### src/design/c_sl_pkg.sv
package c_sl_pkg;

  localparam int POS_BITS      = 16;
  localparam int KEYWORD_CHARS = 8;
  localparam int KW_COUNT      = 17;
  localparam int KW_WIN_BITS   = 64;
  localparam int FIFO_DEPTH    = 4;  // power of two
  localparam int FIFO_AW       = $clog2(FIFO_DEPTH);

  localparam logic [5:0] K_LPAREN  = 6'd0;
  localparam logic [5:0] K_RPAREN  = 6'd1;
  localparam logic [5:0] K_LBRACE  = 6'd2;
  localparam logic [5:0] K_RBRACE  = 6'd3;
  localparam logic [5:0] K_COMMA   = 6'd4;
  localparam logic [5:0] K_DOT     = 6'd5;
  localparam logic [5:0] K_QUEST   = 6'd6;
  localparam logic [5:0] K_SEMI    = 6'd7;
  localparam logic [5:0] K_STAR    = 6'd8;
  localparam logic [5:0] K_SLASH   = 6'd9;
  localparam logic [5:0] K_NOT     = 6'd10;
  localparam logic [5:0] K_NE      = 6'd11;
  localparam logic [5:0] K_ASSIGN  = 6'd12;
  localparam logic [5:0] K_EQ      = 6'd13;
  localparam logic [5:0] K_LT      = 6'd14;
  localparam logic [5:0] K_LE      = 6'd15;
  localparam logic [5:0] K_GT      = 6'd16;
  localparam logic [5:0] K_GE      = 6'd17;
  localparam logic [5:0] K_PLUS    = 6'd18;
  localparam logic [5:0] K_INC     = 6'd19;
  localparam logic [5:0] K_MINUS   = 6'd20;
  localparam logic [5:0] K_DEC     = 6'd21;
  localparam logic [5:0] K_ANDAND  = 6'd22;
  localparam logic [5:0] K_AND     = 6'd23;
  localparam logic [5:0] K_OROR    = 6'd24;
  localparam logic [5:0] K_OR      = 6'd25;
  localparam logic [5:0] K_TILDE   = 6'd26;
  localparam logic [5:0] K_STRING  = 6'd27;
  localparam logic [5:0] K_INT     = 6'd28;
  localparam logic [5:0] K_IDENT   = 6'd29;
  localparam logic [5:0] K_KW_BASE = 6'd30;
  localparam logic [5:0] K_END     = 6'd47;

  localparam logic [2:0] E_NONE     = 3'd0;
  localparam logic [2:0] E_UNKNOWN  = 3'd1;
  localparam logic [2:0] E_UNTERM   = 3'd2;
  localparam logic [2:0] E_IDENT_END = 3'd3;
  localparam logic [2:0] E_FRACTION = 3'd4;
  localparam logic [2:0] E_OVERFLOW = 3'd5;

  localparam logic [34:0] INT_MAX31 = 35'd2147483647;

  localparam logic [KW_WIN_BITS-1:0] KW_TEXT [KW_COUNT] = '{
    "break", "continue", "do", "else", "false", "for", "if", "return",
    "true", "while", "int", "void", "float", "char", "bool", "goto", "struct"
  };
  localparam logic [3:0] KW_LEN [KW_COUNT] = '{
    4'd5, 4'd8, 4'd2, 4'd4, 4'd5, 4'd3, 4'd2, 4'd6,
    4'd4, 4'd5, 4'd3, 4'd4, 4'd5, 4'd4, 4'd4, 4'd4, 4'd6
  };

  typedef struct packed {
    logic [5:0]  kind;
    logic [2:0]  err;
    logic [15:0] start;
    logic [15:0] len;
    logic [30:0] val;
    logic        run_last;
    logic        stream_done;
  } res_t;

  typedef struct packed {
    logic [1:0] cnt;
    res_t       r0;
    res_t       r1;
  } push_t;

  function automatic logic [15:0] to_start(input logic [POS_BITS-1:0] p);
    logic [31:0] w;
    w = 32'(p);
    return w[15:0];
  endfunction

  function automatic res_t mk_res(input logic [5:0] kind, input logic [2:0] err,
                                  input logic [POS_BITS-1:0] start,
                                  input logic [15:0] len, input logic [30:0] val);
    res_t r;
    r.kind        = kind;
    r.err         = err;
    r.start       = to_start(start);
    r.len         = len;
    r.val         = val;
    r.run_last    = 1'b0;
    r.stream_done = 1'b0;
    return r;
  endfunction

  function automatic logic [5:0] kw_kind(input logic [KW_WIN_BITS-1:0] win,
                                         input logic [15:0] len);
    logic [5:0]             k;
    logic [KW_WIN_BITS-1:0] mask;
    k = K_IDENT;
    if (len <= 16'(KEYWORD_CHARS) && len <= 16'd8) begin
      for (int i = 0; i < KW_COUNT; i++) begin
        if (KW_LEN[i] == 4'd8) begin
          mask = '1;
        end else begin
          mask = (KW_WIN_BITS'(1) << (8 * KW_LEN[i])) - KW_WIN_BITS'(1);
        end
        if (len == 16'(KW_LEN[i]) && (win & mask) == KW_TEXT[i]) begin
          k = K_KW_BASE + 6'(i);
        end
      end
    end
    return k;
  endfunction

endpackage

### src/design/c_sl_if.sv
interface c_sl_in_if;
  logic       valid;
  logic       ready;
  logic [7:0] char_code;
  logic       last_char;

  modport source (output valid, output char_code, output last_char, input ready);
  modport sink (input valid, input char_code, input last_char, output ready);
endinterface

interface c_sl_out_if;
  logic        valid;
  logic        ready;
  logic [5:0]  token_kind;
  logic [2:0]  error_code;
  logic [15:0] start_pos;
  logic [15:0] token_length;
  logic [30:0] int_value;
  logic        run_last;
  logic        stream_done;

  modport source (output valid, output token_kind, output error_code, output start_pos,
                  output token_length, output int_value, output run_last,
                  output stream_done, input ready);
  modport sink (input valid, input token_kind, input error_code, input start_pos,
                input token_length, input int_value, input run_last,
                input stream_done, output ready);
endinterface

### src/design/c_sl_core.sv
module c_sl_core (
  input  logic            clk,
  input  logic            rst,
  c_sl_in_if.sink         in_ch,
  input  logic            room,
  output c_sl_pkg::push_t push
);

  typedef enum logic [3:0] {
    M_IDLE, M_PEND, M_LINE, M_BLOCK, M_BSTAR, M_STR, M_NUM, M_IDENT
  } mode_t;

  localparam int PB = c_sl_pkg::POS_BITS;
  localparam int WB = c_sl_pkg::KW_WIN_BITS;

  logic          stage_valid;
  logic [7:0]    st_char;
  logic          st_last;
  logic          step;

  mode_t         mode, mode_next;
  logic [7:0]    pending_op, pending_op_next;
  logic [PB-1:0] token_start, token_start_next;
  logic [PB-1:0] char_pos, char_pos_next;
  logic [30:0]   int_accum, int_accum_next;
  logic          int_overflow, int_overflow_next;
  logic [WB-1:0] kw_win, kw_win_next;
  logic          halted, halted_next;
  logic [15:0]   tok_len, tok_len_next;

  logic                consumed;
  logic [34:0]         sum;
  c_sl_pkg::res_t      cand [4];
  logic [3:0]          cv;
  c_sl_pkg::res_t      slot0, slot1;
  logic [2:0]          n;

  function automatic logic is_digit(input logic [7:0] c);
    return c >= "0" && c <= "9";
  endfunction

  function automatic logic is_id_start(input logic [7:0] c);
    return (c >= "a" && c <= "z") || (c >= "A" && c <= "Z") || c == "_";
  endfunction

  function automatic logic [15:0] sat_inc(input logic [15:0] v);
    return (v == 16'hFFFF) ? v : v + 16'd1;
  endfunction

  function automatic logic [5:0] op_single(input logic [7:0] p);
    logic [5:0] k;
    unique case (p)
      "/":     k = c_sl_pkg::K_SLASH;
      "!":     k = c_sl_pkg::K_NOT;
      "=":     k = c_sl_pkg::K_ASSIGN;
      "<":     k = c_sl_pkg::K_LT;
      ">":     k = c_sl_pkg::K_GT;
      "+":     k = c_sl_pkg::K_PLUS;
      "-":     k = c_sl_pkg::K_MINUS;
      "&":     k = c_sl_pkg::K_AND;
      default: k = c_sl_pkg::K_OR;
    endcase
    return k;
  endfunction

  function automatic logic [5:0] op_double(input logic [7:0] p);
    logic [5:0] k;
    unique case (p)
      "!":     k = c_sl_pkg::K_NE;
      "=":     k = c_sl_pkg::K_EQ;
      "<":     k = c_sl_pkg::K_LE;
      ">":     k = c_sl_pkg::K_GE;
      "+":     k = c_sl_pkg::K_INC;
      "-":     k = c_sl_pkg::K_DEC;
      "&":     k = c_sl_pkg::K_ANDAND;
      default: k = c_sl_pkg::K_OROR;
    endcase
    return k;
  endfunction

  function automatic logic [7:0] op_pair(input logic [7:0] p);
    return (p == "!" || p == "=" || p == "<" || p == ">") ? 8'("=") : p;
  endfunction

  assign step        = stage_valid && room;
  assign in_ch.ready = !stage_valid || room;

  assign sum = (35'(int_accum) << 3) + (35'(int_accum) << 1) + 35'(st_char - 8'("0"));

  always_comb begin
    mode_next         = mode;
    pending_op_next   = pending_op;
    token_start_next  = token_start;
    char_pos_next     = char_pos;
    int_accum_next    = int_accum;
    int_overflow_next = int_overflow;
    kw_win_next       = kw_win;
    halted_next       = halted;
    tok_len_next      = tok_len;
    consumed          = 1'b0;
    cv                = '0;
    for (int i = 0; i < 4; i++) begin
      cand[i] = '0;
    end

    if (!halted) begin
      unique case (mode)
        M_PEND: begin
          if (pending_op == "/" && (st_char == "/" || st_char == "*")) begin
            mode_next = (st_char == "/") ? M_LINE : M_BLOCK;
            consumed  = 1'b1;
          end else if (pending_op != "/" && st_char == op_pair(pending_op)) begin
            cv[0]     = 1'b1;
            cand[0]   = c_sl_pkg::mk_res(op_double(pending_op), c_sl_pkg::E_NONE,
                                         token_start, 16'd2, '0);
            mode_next = M_IDLE;
            consumed  = 1'b1;
          end else begin
            cv[0]     = 1'b1;
            cand[0]   = c_sl_pkg::mk_res(op_single(pending_op), c_sl_pkg::E_NONE,
                                         token_start, 16'd1, '0);
            mode_next = M_IDLE;
          end
        end
        M_LINE: begin
          if (st_char == "\n") mode_next = M_IDLE;
          consumed = 1'b1;
        end
        M_BLOCK: begin
          if (st_char == "*") mode_next = M_BSTAR;
          consumed = 1'b1;
        end
        M_BSTAR: begin
          if (st_char == "/") begin
            mode_next = M_IDLE;
          end else if (st_char != "*") begin
            mode_next = M_BLOCK;
          end
          consumed = 1'b1;
        end
        M_STR: begin
          tok_len_next = sat_inc(tok_len);
          if (st_char == "\"") begin
            cv[0]     = 1'b1;
            cand[0]   = c_sl_pkg::mk_res(c_sl_pkg::K_STRING, c_sl_pkg::E_NONE,
                                         token_start, tok_len_next, '0);
            mode_next = M_IDLE;
          end
          consumed = 1'b1;
        end
        M_NUM: begin
          if (is_digit(st_char)) begin
            if (!int_overflow) begin
              if (sum > c_sl_pkg::INT_MAX31) begin
                int_overflow_next = 1'b1;
              end else begin
                int_accum_next = sum[30:0];
              end
            end
            tok_len_next = sat_inc(tok_len);
            consumed     = 1'b1;
          end else if (st_char == ".") begin
            mode_next   = M_IDLE;
            cv[0]       = 1'b1;
            cand[0]     = c_sl_pkg::mk_res(c_sl_pkg::K_END, c_sl_pkg::E_FRACTION,
                                           token_start, sat_inc(tok_len), '0);
            halted_next = 1'b1;
            consumed    = 1'b1;
          end else begin
            mode_next = M_IDLE;
            cv[0]     = 1'b1;
            if (int_overflow) begin
              cand[0]     = c_sl_pkg::mk_res(c_sl_pkg::K_END, c_sl_pkg::E_OVERFLOW,
                                             token_start, tok_len, '0);
              halted_next = 1'b1;
            end else begin
              cand[0] = c_sl_pkg::mk_res(c_sl_pkg::K_INT, c_sl_pkg::E_NONE,
                                         token_start, tok_len, int_accum);
            end
          end
        end
        M_IDENT: begin
          if (is_id_start(st_char) || is_digit(st_char)) begin
            kw_win_next  = {kw_win[WB-9:0], st_char};
            tok_len_next = sat_inc(tok_len);
            consumed     = 1'b1;
          end else begin
            cv[0]     = 1'b1;
            cand[0]   = c_sl_pkg::mk_res(c_sl_pkg::kw_kind(kw_win, tok_len),
                                         c_sl_pkg::E_NONE, token_start, tok_len, '0);
            mode_next = M_IDLE;
          end
        end
        default: mode_next = M_IDLE;
      endcase

      if (!consumed && !halted_next) begin
        token_start_next = char_pos;
        unique case (st_char)
          "(", ")", "{", "}", ",", ".", "?", ";", "*", "~": begin
            cv[1] = 1'b1;
            unique case (st_char)
              "(":     cand[1].kind = c_sl_pkg::K_LPAREN;
              ")":     cand[1].kind = c_sl_pkg::K_RPAREN;
              "{":     cand[1].kind = c_sl_pkg::K_LBRACE;
              "}":     cand[1].kind = c_sl_pkg::K_RBRACE;
              ",":     cand[1].kind = c_sl_pkg::K_COMMA;
              ".":     cand[1].kind = c_sl_pkg::K_DOT;
              "?":     cand[1].kind = c_sl_pkg::K_QUEST;
              ";":     cand[1].kind = c_sl_pkg::K_SEMI;
              "*":     cand[1].kind = c_sl_pkg::K_STAR;
              default: cand[1].kind = c_sl_pkg::K_TILDE;
            endcase
            cand[1].start = c_sl_pkg::to_start(char_pos);
            cand[1].len   = 16'd1;
          end
          "/", "!", "=", "<", ">", "+", "-", "&", "|": begin
            mode_next       = M_PEND;
            pending_op_next = st_char;
          end
          "\"": begin
            mode_next    = M_STR;
            tok_len_next = 16'd1;
          end
          " ", "\t", 8'h0D, "\n": begin
          end
          default: begin
            if (is_digit(st_char)) begin
              mode_next         = M_NUM;
              int_accum_next    = 31'(st_char - 8'("0"));
              int_overflow_next = 1'b0;
              tok_len_next      = 16'd1;
            end else if (is_id_start(st_char)) begin
              mode_next    = M_IDENT;
              kw_win_next  = WB'(st_char);
              tok_len_next = 16'd1;
            end else begin
              cv[1]       = 1'b1;
              cand[1]     = c_sl_pkg::mk_res(c_sl_pkg::K_END, c_sl_pkg::E_UNKNOWN,
                                             char_pos, 16'd1, '0);
              halted_next = 1'b1;
            end
          end
        endcase
      end

      if (st_last && !halted_next) begin
        unique case (mode_next)
          M_PEND: begin
            cv[2]   = 1'b1;
            cand[2] = c_sl_pkg::mk_res(op_single(pending_op_next), c_sl_pkg::E_NONE,
                                       token_start_next, 16'd1, '0);
          end
          M_STR: begin
            cv[2]   = 1'b1;
            cand[2] = c_sl_pkg::mk_res(c_sl_pkg::K_END, c_sl_pkg::E_UNTERM,
                                       token_start_next, tok_len_next, '0);
          end
          M_NUM: begin
            cv[2] = 1'b1;
            if (int_overflow_next) begin
              cand[2] = c_sl_pkg::mk_res(c_sl_pkg::K_END, c_sl_pkg::E_OVERFLOW,
                                         token_start_next, tok_len_next, '0);
            end else begin
              cand[2] = c_sl_pkg::mk_res(c_sl_pkg::K_INT, c_sl_pkg::E_NONE,
                                         token_start_next, tok_len_next, int_accum_next);
            end
          end
          M_IDENT: begin
            cv[2]   = 1'b1;
            cand[2] = c_sl_pkg::mk_res(c_sl_pkg::K_END, c_sl_pkg::E_IDENT_END,
                                       token_start_next, tok_len_next, '0);
          end
          default: begin
          end
        endcase
      end
    end

    if (st_last && cv[2:0] == 3'b000) begin
      cv[3]   = 1'b1;
      cand[3] = c_sl_pkg::mk_res(c_sl_pkg::K_END, c_sl_pkg::E_NONE, char_pos, 16'd0, '0);
    end

    slot0 = '0;
    slot1 = '0;
    n     = '0;
    for (int i = 0; i < 4; i++) begin
      if (cv[i]) begin
        if (n == 3'd0) begin
          slot0 = cand[i];
        end else if (n == 3'd1) begin
          slot1 = cand[i];
        end
        n = n + 3'd1;
      end
    end
    if (n == 3'd1) begin
      slot0.run_last    = 1'b1;
      slot0.stream_done = st_last;
    end else if (n >= 3'd2) begin
      slot1.run_last    = 1'b1;
      slot1.stream_done = st_last;
    end

    if (st_last) begin
      mode_next         = M_IDLE;
      pending_op_next   = '0;
      token_start_next  = '0;
      char_pos_next     = '0;
      int_accum_next    = '0;
      int_overflow_next = 1'b0;
      kw_win_next       = '0;
      halted_next       = 1'b0;
      tok_len_next      = '0;
    end else begin
      char_pos_next = char_pos + PB'(1);
    end
  end

  assign push.cnt = step ? ((n >= 3'd2) ? 2'd2 : n[1:0]) : 2'd0;
  assign push.r0  = slot0;
  assign push.r1  = slot1;

  always_ff @(posedge clk) begin
    if (rst) begin
      stage_valid  <= 1'b0;
      mode         <= M_IDLE;
      pending_op   <= '0;
      token_start  <= '0;
      char_pos     <= '0;
      int_accum    <= '0;
      int_overflow <= 1'b0;
      kw_win       <= '0;
      halted       <= 1'b0;
      tok_len      <= '0;
    end else begin
      if (in_ch.valid && in_ch.ready) begin
        stage_valid <= 1'b1;
        st_char     <= in_ch.char_code;
        st_last     <= in_ch.last_char;
      end else if (step) begin
        stage_valid <= 1'b0;
      end
      if (step) begin
        mode         <= mode_next;
        pending_op   <= pending_op_next;
        token_start  <= token_start_next;
        char_pos     <= char_pos_next;
        int_accum    <= int_accum_next;
        int_overflow <= int_overflow_next;
        kw_win       <= kw_win_next;
        halted       <= halted_next;
        tok_len      <= tok_len_next;
      end
    end
  end

endmodule

### src/design/c_sl_fifo.sv
module c_sl_fifo (
  input  logic            clk,
  input  logic            rst,
  input  c_sl_pkg::push_t push,
  output logic            room,
  c_sl_out_if.source      out_ch
);

  localparam int AW = c_sl_pkg::FIFO_AW;

  c_sl_pkg::res_t q [c_sl_pkg::FIFO_DEPTH];
  logic [AW-1:0]  wr, rd;
  logic [AW:0]    count;
  logic           pop;

  assign room = count <= (AW + 1)'(c_sl_pkg::FIFO_DEPTH - 2);
  assign pop  = out_ch.valid && out_ch.ready;

  assign out_ch.valid        = count != '0;
  assign out_ch.token_kind   = q[rd].kind;
  assign out_ch.error_code   = q[rd].err;
  assign out_ch.start_pos    = q[rd].start;
  assign out_ch.token_length = q[rd].len;
  assign out_ch.int_value    = q[rd].val;
  assign out_ch.run_last     = q[rd].run_last;
  assign out_ch.stream_done  = q[rd].stream_done;

  always_ff @(posedge clk) begin
    if (rst) begin
      wr    <= '0;
      rd    <= '0;
      count <= '0;
    end else begin
      if (push.cnt != 2'd0) q[wr] <= push.r0;
      if (push.cnt == 2'd2) q[wr + AW'(1)] <= push.r1;
      wr    <= wr + AW'(push.cnt);
      rd    <= rd + AW'(pop);
      count <= count + (AW + 1)'(push.cnt) - (AW + 1)'(pop);
    end
  end

endmodule

### src/design/c_subset_lexer_top.sv
// Channel  Dir  Word
// in_ch    in   char_code, last_char
// out_ch   out  token_kind, error_code, start_pos, token_length, int_value, run_last, stream_done
//
// One character per cycle while the queue has room: a character is registered, then lexed
// combinationally into a four-word result queue, whose head drives out_ch.
// A character producing two tokens pushes two words at once; the queue absorbs them.
// in_ch.ready drops while a character waits and the queue holds more than two words.
// Reset (rst, synchronous) returns the lexer to its idle state and empties the queue.
module c_subset_lexer_top (
  input logic        clk,
  input logic        rst,
  c_sl_in_if.sink    in_ch,
  c_sl_out_if.source out_ch
);

  c_sl_pkg::push_t push;
  logic            room;

  c_sl_core u_core (
    .clk   (clk),
    .rst   (rst),
    .in_ch (in_ch),
    .room  (room),
    .push  (push)
  );

  c_sl_fifo u_fifo (
    .clk    (clk),
    .rst    (rst),
    .push   (push),
    .room   (room),
    .out_ch (out_ch)
  );

  a_push_room: assert property (@(posedge clk) disable iff (rst)
    (push.cnt != 2'd0) |-> room)
    else $error("token push without queue room");

  a_one_last: assert property (@(posedge clk) disable iff (rst)
    (push.cnt == 2'd1) |-> push.r0.run_last)
    else $error("single token push missing run_last");

  a_two_last: assert property (@(posedge clk) disable iff (rst)
    (push.cnt == 2'd2) |-> (!push.r0.run_last && !push.r0.stream_done && push.r1.run_last))
    else $error("two token push has wrong run_last marks");

  a_done_last: assert property (@(posedge clk) disable iff (rst)
    (out_ch.valid && out_ch.stream_done) |-> out_ch.run_last)
    else $error("stream_done word without run_last");

endmodule
### src/flat_wrapper.sv
// flat-port wrapper written by rule: the top's interface ports become plain ports
module c_subset_lexer_top_flat 
  (clk, rst, in_ch_valid, in_ch_char_code, in_ch_last_char, in_ch_ready, out_ch_valid, out_ch_token_kind, out_ch_error_code, out_ch_start_pos, out_ch_token_length, out_ch_int_value, out_ch_run_last, out_ch_stream_done, out_ch_ready);
  c_sl_in_if in_ch_i ();
  c_sl_out_if out_ch_i ();
  input logic clk;
  input logic rst;
  input wire logic [$bits(in_ch_i.valid)-1:0] in_ch_valid;
  input wire logic [$bits(in_ch_i.char_code)-1:0] in_ch_char_code;
  input wire logic [$bits(in_ch_i.last_char)-1:0] in_ch_last_char;
  output wire logic [$bits(in_ch_i.ready)-1:0] in_ch_ready;
  output wire logic [$bits(out_ch_i.valid)-1:0] out_ch_valid;
  output wire logic [$bits(out_ch_i.token_kind)-1:0] out_ch_token_kind;
  output wire logic [$bits(out_ch_i.error_code)-1:0] out_ch_error_code;
  output wire logic [$bits(out_ch_i.start_pos)-1:0] out_ch_start_pos;
  output wire logic [$bits(out_ch_i.token_length)-1:0] out_ch_token_length;
  output wire logic [$bits(out_ch_i.int_value)-1:0] out_ch_int_value;
  output wire logic [$bits(out_ch_i.run_last)-1:0] out_ch_run_last;
  output wire logic [$bits(out_ch_i.stream_done)-1:0] out_ch_stream_done;
  input wire logic [$bits(out_ch_i.ready)-1:0] out_ch_ready;
  assign in_ch_i.valid = in_ch_valid;
  assign in_ch_i.char_code = in_ch_char_code;
  assign in_ch_i.last_char = in_ch_last_char;
  assign in_ch_ready = in_ch_i.ready;
  assign out_ch_valid = out_ch_i.valid;
  assign out_ch_token_kind = out_ch_i.token_kind;
  assign out_ch_error_code = out_ch_i.error_code;
  assign out_ch_start_pos = out_ch_i.start_pos;
  assign out_ch_token_length = out_ch_i.token_length;
  assign out_ch_int_value = out_ch_i.int_value;
  assign out_ch_run_last = out_ch_i.run_last;
  assign out_ch_stream_done = out_ch_i.stream_done;
  assign out_ch_i.ready = out_ch_ready;
  c_subset_lexer_top u_core (.clk(clk), .rst(rst), .in_ch(in_ch_i), .out_ch(out_ch_i));
endmodule
### config.mk
export PLATFORM = sky130hd
export DESIGN_NAME = c_subset_lexer_top_flat
export DESIGN_NICKNAME = d
export VERILOG_FILES = /design/src/design/c_sl_pkg.sv /design/src/design/c_sl_if.sv /design/src/design/c_sl_core.sv /design/src/design/c_sl_fifo.sv /design/src/design/c_subset_lexer_top.sv /design/src/flat_wrapper.sv
export SDC_FILE = /design/constraint.sdc
export NUM_CORES = 1
export LEC_CHECK = 0
export BUFFER_PORTS_ARGS = -buffer_cell sky130_fd_sc_hd__clkbuf_2
export CAP_MARGIN = 20
export CORE_ASPECT_RATIO = 1.5
export CORE_MARGIN = 2
export CORE_UTILIZATION = 55
export DETAILED_ROUTE_END_ITERATION = 8
export PLACE_DENSITY_LB_ADDON = 0.25
export SETUP_SLACK_MARGIN = 0.1
export SLEW_MARGIN = 25
export SYNTH_ARGS = -nofsm -noshare
export SYNTH_HDL_FRONTEND = slang
export SYNTH_SLANG_ARGS = --single-unit
export TNS_END_PERCENT = 1
### constraint.sdc
create_clock -name clk -period 22.9 [get_ports clk]
set_input_delay 0 -clock clk [delete_from_list [all_inputs] [get_ports clk]]
set_output_delay 0 -clock clk [all_outputs]
set_load 0.01 [all_outputs]
==> results of run 1 <==
layout make-up:
class	count	area share [%]
timing repair buffer	157	3.19
clock inverter	22	0.774
clock buffer	62	4.25
multi-input combinational	2148	48.6
inverter	61	0.730
tap	676	2.70
antenna	1	0.00798
sequential	470	39.8
stage by stage:
step	util (%)	total power, mW	setup slack (ns)	hold WS (ns)
6_report	60.7	2.25	15.09	0.00198
5_1_grt	60.6	2.32	14.49	0.0704
4_1_cts	60.6	2.25	15.25	0.0154
3_5_place_dp	57.4	1.47	15.23	0.180
3_3_place_gp	57.3	1.45	15.45	0.180
2_1_floorplan	-	1.30	12.33	0.0989
layout by cell type, fill, tap and decap left out, drive strengths merged, types with 19 or more instances in the layout:
master     n
nand2b    19
or3       19
inv       62
nor2     329
a31o      23
mux4      74
a21o      28
and3      29
a31oi     37
o22ai     50
nand3    114
nand4     29
xor2      30
ha        57
clkbuf   149
xnor2     37
nor2b     40
nor3      49
a2bb2oi   22
buf       59
a21oi    214
o21ai    169
fa        31
a22o      28
nor4      30
or2       36
o2bb2ai   32
a22oi    117
mux2i     24
dfxtp    165
and2      24
mux2      20
nand2    194
edfxtp   305
worst max-delay path: cells and delay by family (launching register included):
family | cells | cell delay, ns
and+or+nand+nor | 7 | 2.65
AOI/OAI and AO/OA | 6 | 1.64
buffers and inverters | 3 | 1.34
adders and majority gates | 2 | 0.69
DFF | 1 | 0.60
muxes | 1 | 0.57
worst paths after layout:
| check | endpoint | slack (ns) | cells past startpoint |
|---|---|---|---|
| worst min-delay path | u_core.u_core.token_start[4] | 0.002 | 2 |
| worst min register to register | u_core.u_core.kw_win[60] | 0.50 | 2 |
| worst max register to register | u_core.u_fifo.q[2][73] | 15.09 | 19 |
| worst max-delay path | u_core.u_fifo.q[2][73] | 15.09 | 19 |
layer usage:
layer  global-route usage, %  routed length [um]  vias up
met5                       0                  13        -
met4                    14.7                4030        2
li1                        -                   -    11000
met2                    54.3               43500     1280
met3                    4.49                7150      274
met1                    41.2               34000    12100
power by group through the flow:
| stage | logic [mW] | clock network (mW) | registers, mW |
|---|---|---|---|
| 2_1_floorplan | 0.336 | 0 | 0.960 |
| 5_1_grt | 0.523 | 0.833 | 0.966 |
| 3_5_place_dp | 0.485 | 0 | 0.981 |
| 3_3_place_gp | 0.475 | 0 | 0.979 |
| 4_1_cts | 0.488 | 0.804 | 0.963 |
| 6_report | 0.491 | 0.797 | 0.962 |
flip-flops by register name, indices dropped and copies added (netlist names):
signal	count
u_core.u_core.pending_op	8
u_core.u_core.mode	4
u_core.u_core.int_overflow	1
u_core.u_core.char_pos	16
u_core.u_core.kw_win	64
u_core.u_fifo.rd	2
u_core.u_core.tok_len	16
u_core.u_core.halted	1
u_core.u_core.st_last	1
u_core.u_core.stage_valid	1
u_core.u_core.token_start	16
u_core.u_fifo.wr	2
u_core.u_fifo.q	296
u_core.u_fifo.count	3
u_core.u_core.int_accum	31
u_core.u_core.st_char	8
cell families after synthesis:
family | share of synthesized area, %
buffers and inverters | 4.11
AND/OR/NAND/NOR | 17.2
multiplexers | 7.58
adder cells (fa/ha/maj) | 4.64
AO/OA/AOI/OAI | 21.1
XOR/XNOR | 2.04
flip-flops | 43.4
timing repair:
item                      in CTS  in global routing
setup buffers                  0                  0
hold endpoints to repair      20                  0
hold buffers                  11                  0
==> impl_metrics.toml, run 1 <==
[placement]
dp_cells = 3500
placed_cell_area_um2 = 29600
place_congestion = 0.932
hpwl_um = 61800
port_buffers = 88

[cts]
cts.htree.levels = 2
cts_tree = "yes"
cts_root_buf = "clkbuf_16"
cts_buffer_depth = 3
clkLatencyLatePin_ns = 0.61
clkTransAtPathRegs_ns = 0.06
clock-sinks = 470
postCtsResizedCells = 0
numCtsBuffers = 45

[critical_path]
cp.required_ns = 23.23
startpoint = "u_core.u_core.st_char[4]"
slowest_delay_ns = 0.79
r2r-start = "u_core.u_core.st_char[4]"
startpoint_type = "register"
timing.critical_path.slowest_stage_cell = "nor3b_1"
critPathKind = "reg2reg"
end_kind = "register"
crit_path_cell_trace = "inv_1, ha_1, nor3b_1, nand4_1, or3_1, o211a_1, a21bo_1, o311a_1, a211o_1, buf_4, o21ai_0, ha_1, nor3_1, or3_1, nor2_1, mux2i_4, buf_4, nand2_1, a2bb2oi_1"
cp.arrival_ns = 8.14
crit_fanout = 59

[yosys]
ys_seq_area_share_pct = 43.4
synthFlopType = "edfxtp_1"
synth_edf_count = 305
synth_area_um2 = 28700
synth_common_cells = "329 x nor2_1, 305 x edfxtp_1, 200 x a21oi_1"
async_flop_share_pct = 0
synth_most_common_cell = "nor2_1"
synth_top_area_share_pct = 31.9
yosysUniqueCellTypes = 108
syn_area_per_cell_um2 = 9.91
yosys_warnings = 0
synthTopCellsByArea = "edfxtp_1 32%, dfxtp_1 11%, mux4_2 5.8%"
yosys.area.top_type = "edfxtp_1"
syn-num-nets = 3000
syn_inst = 2899
yosys_register_bits = 470

[die]
die_y_um = 284
fp.dieW_um = 191
design.core.area_um2 = 51700
num_rows = 102
start_util_pct = 55.6
io_pins = 89
die-area_um2 = 54100

[route]
route.detailed.drc = 0
antenna_left = 0
num_vias = 24700
post_drt_wl_per_cell_um = 24.6
drt_pre_antenna_iters = 6
drtIter0Drc = 2507
wl_um = 88600
viasPerCell = 6.85

[cells_and_area]
post_layout_nonfiller_instances = 3597
syn2layout_area_growth_pct = 9.12
fillers = 4373
drive_gt1_share_pct = 15.2
regArea_um2 = 12500
multi_input_area_um2 = 15200
fin_nets = 2984
stdcell_area_um2 = 31400

[sta]
tns_ns = 0
min_period_ns = 7.81
drv_slew = 0
worst_slew_pin_slew_ns = 1.11
max_freq_ghz = 0.128
period_share_pct = 34.1
finalHoldViolCount = 0
relSlewSlack_pct = 25.9
finalSetupViolations = 0
rsz0062_at_grt = "no"
clock_skew_ns = 0.0206

[power]
p_seq_share_pct = 42.8
leakagePower_nw = 10.8
sw_frac_of_total_pct = 29.7
ir_worst_vdd_mv = 0.0686
power_switching_mw = 0.667
power.density_nw_per_um2 = 71.7
p_int_mw = 1.58
clkPwrFrac_pct = 35.4
p_comb_share_pct = 21.8

[grt]
grt_pass1_vias = 24100
antenna_found_initial = 1
grt_max_degree = 87
grt_overflow = 0
grt_pass1_wl_um = 137000
track_usage_pct = 32.3

[hold_path]
hp-class = "in2reg"
hold_path.startpoint = "rst"

[outcome]
status = "finished, final reports clean"

[flow_run]
cap_viol_max_count = 0
Power figures use the tool's default switching activity.
==> run 2: changes to the inputs <==
==> constraint.sdc (replaced) <==
create_clock -name clk -period 7.1 [get_ports clk]
set_input_delay 0 -clock clk [delete_from_list [all_inputs] [get_ports clk]]
set_output_delay 0 -clock clk [all_outputs]
set_load 0.01 [all_outputs]
==> impl_metrics.toml, run 2 (synthesis gave the netlist of run 1 again) <==
[outcome]
status = "finished, final reports clean"

[route]
drtIter0Drc = 2474
viasPerCell = 6.90
antenna_left = 0
drt_pre_antenna_iters = 8
post_drt_wl_per_cell_um = 24.7
wl_um = 89500
route.detailed.drc = 0
num_vias = 25000

[cts]
numCtsBuffers = 45
cts_setup_buffers = 0
cts.htree.levels = 2
clkLatencyLatePin_ns = 0.60
cts_root_buf = "clkbuf_16"
cts_tree = "yes"
clock-sinks = 470
clkTransAtPathRegs_ns = 0.07
cts_buffer_depth = 3

[critical_path]
startpoint_type = "register"
cp.arrival_ns = 6.97
critPathKind = "reg2reg"
cp.required_ns = 7.53
end_kind = "register"
crit_fanout = 13

[placement]
port_buffers = 88
place_congestion = 0.927
dpl_worst_slack_ns = 0.444
placed_cell_area_um2 = 29900
hpwl_um = 62000

[sta]
rsz0062_at_grt = "no"
finalSetupViolations = 0
max_freq_ghz = 0.153
relSlewSlack_pct = 25.1
finalHoldViolCount = 0
finalWorstSetupSlack_ns = 0.561
clock_skew_ns = 0.0228
period_share_pct = 92.1
tns_ns = 0
drv_slew = 0
worst_slew_pin_slew_ns = 1.12
min_period_ns = 6.54

[die]
num_rows = 102
start_util_pct = 55.6
io_pins = 89
fp.dieW_um = 191
die-area_um2 = 54100
design.core.area_um2 = 51700
die_y_um = 284

[grt]
grt_max_degree = 79
track_usage_pct = 32.8
grt_pass1_wl_um = 139000
grt_pass1_vias = 24700
antenna_found_initial = 1
grt_overflow = 0

[cells_and_area]
top_register = "u_core.u_fifo.q"
fin_nets = 3009
fin_util_pct = 60.9
reg_top3 = "u_core.u_fifo.q x296, u_core.u_core.kw_win x64, u_core.u_core.int_accum x31"
final_common_cell = "nor2_1"
syn2layout_area_growth_pct = 9.63
stdcell_area_um2 = 31500
final_cell_mix = "325 x nor2_1, 305 x edfxtp_1, 197 x a21oi_1"
drive_gt1_share_pct = 15.9
largest_reg_flops = 296

[hold_path]
hp-class = "in2reg"

[power]
leakagePower_nw = 10.8
p_total_mw = 7.10
power.density_nw_per_um2 = 225
ir_worst_vdd_mv = 0.181

[flow_run]
cap_viol_max_count = 0
==> run 2: cell count changes in the layout (fill, tap and decap cells not counted), moves of 3 or more <==
cell | previous run | this run
clkbuf_8 | 8 | 4
buf_4 | 57 | 79
clkinv_1 | 4 | 10
buf_12 | 0 | 5
inv_6 | 0 | 3
==> run 2: cell type report <==
| cell class | instances | area (um^2) |
|---|---|---|
| sequential | 470 | 12500 |
| timing repair buffer | 182 | 1240 |
| clock buffer | 54 | 1220 |
| inverter | 61 | 229 |
| fill | 4284 | 20200 |
| clock inverter | 30 | 245 |
| antenna | 1 | 2.50 |
| multi-input combinational | 2148 | 15200 |
| tap | 676 | 846 |
==> run 2: path summary, 6_finish.rpt <==
kind                                  from                           end  slack, ns  depth (start not counted)
hold reg to reg   u_core.u_core.kw_win[61]      u_core.u_core.kw_win[61]       0.50                          2
hold / removal                         rst  u_core.u_core.token_start[7]       0.06                          2
setup / recovery  u_core.u_core.st_char[4]        u_core.u_fifo.count[2]       0.56                         21
setup reg to reg  u_core.u_core.st_char[4]        u_core.u_fifo.count[2]       0.56                         21
==> run 2: routing by layer <==
metal	vias up	share of wire [%]	GRT usage, %
met5	-	0	0
met4	0	4.6	15.3
met3	290	8.4	4.34
met2	1429	50	56.0
met1	12200	37	41.2
li1	11100	-	-
==> run 2: metrics by stage <==
step	hold WS, ns	std cells
floorplan	0.0989	2899
global placement	0.179	3525
detailed placement	0.179	3526
CTS	0.0481	3621
global route	0.0726	3621
finish	0.0599	3622
==> run 2: power breakdown <==
part / switching [mW] / internal [mW]
logic: 0.938 / 0.635
registers: 0.108 / 3.01
clock network: 1.10 / 1.32
==> run 2: what timing repair did <==
item                                    in CTS  in global routing
endpoints found under the setup margin       0                 15
hold buffers                                11                  0
resized for setup                            0                  2
hold endpoints to repair                    20                  0
==> run 2: critical path, stage by stage (launching register included) <==
cell and delay (ns):
edfxtp_1 0.60, inv_1 0.22, ha_1 0.36, nor3b_1 0.61
nand4_1 0.20, or3_1 0.41, o211a_1 0.15, a21bo_1 0.36
o31ai_2 0.16, a211o_1 0.49, xnor2_1 0.35, ha_1 0.29
nor3_1 0.30, mux2i_1 0.14, o21ai_0 0.25, nand2_1 0.24
ha_1 0.37, inv_1 0.04, ha_1 0.21, fa_1 0.38
xnor2_1 0.16, nor2_1 0.06
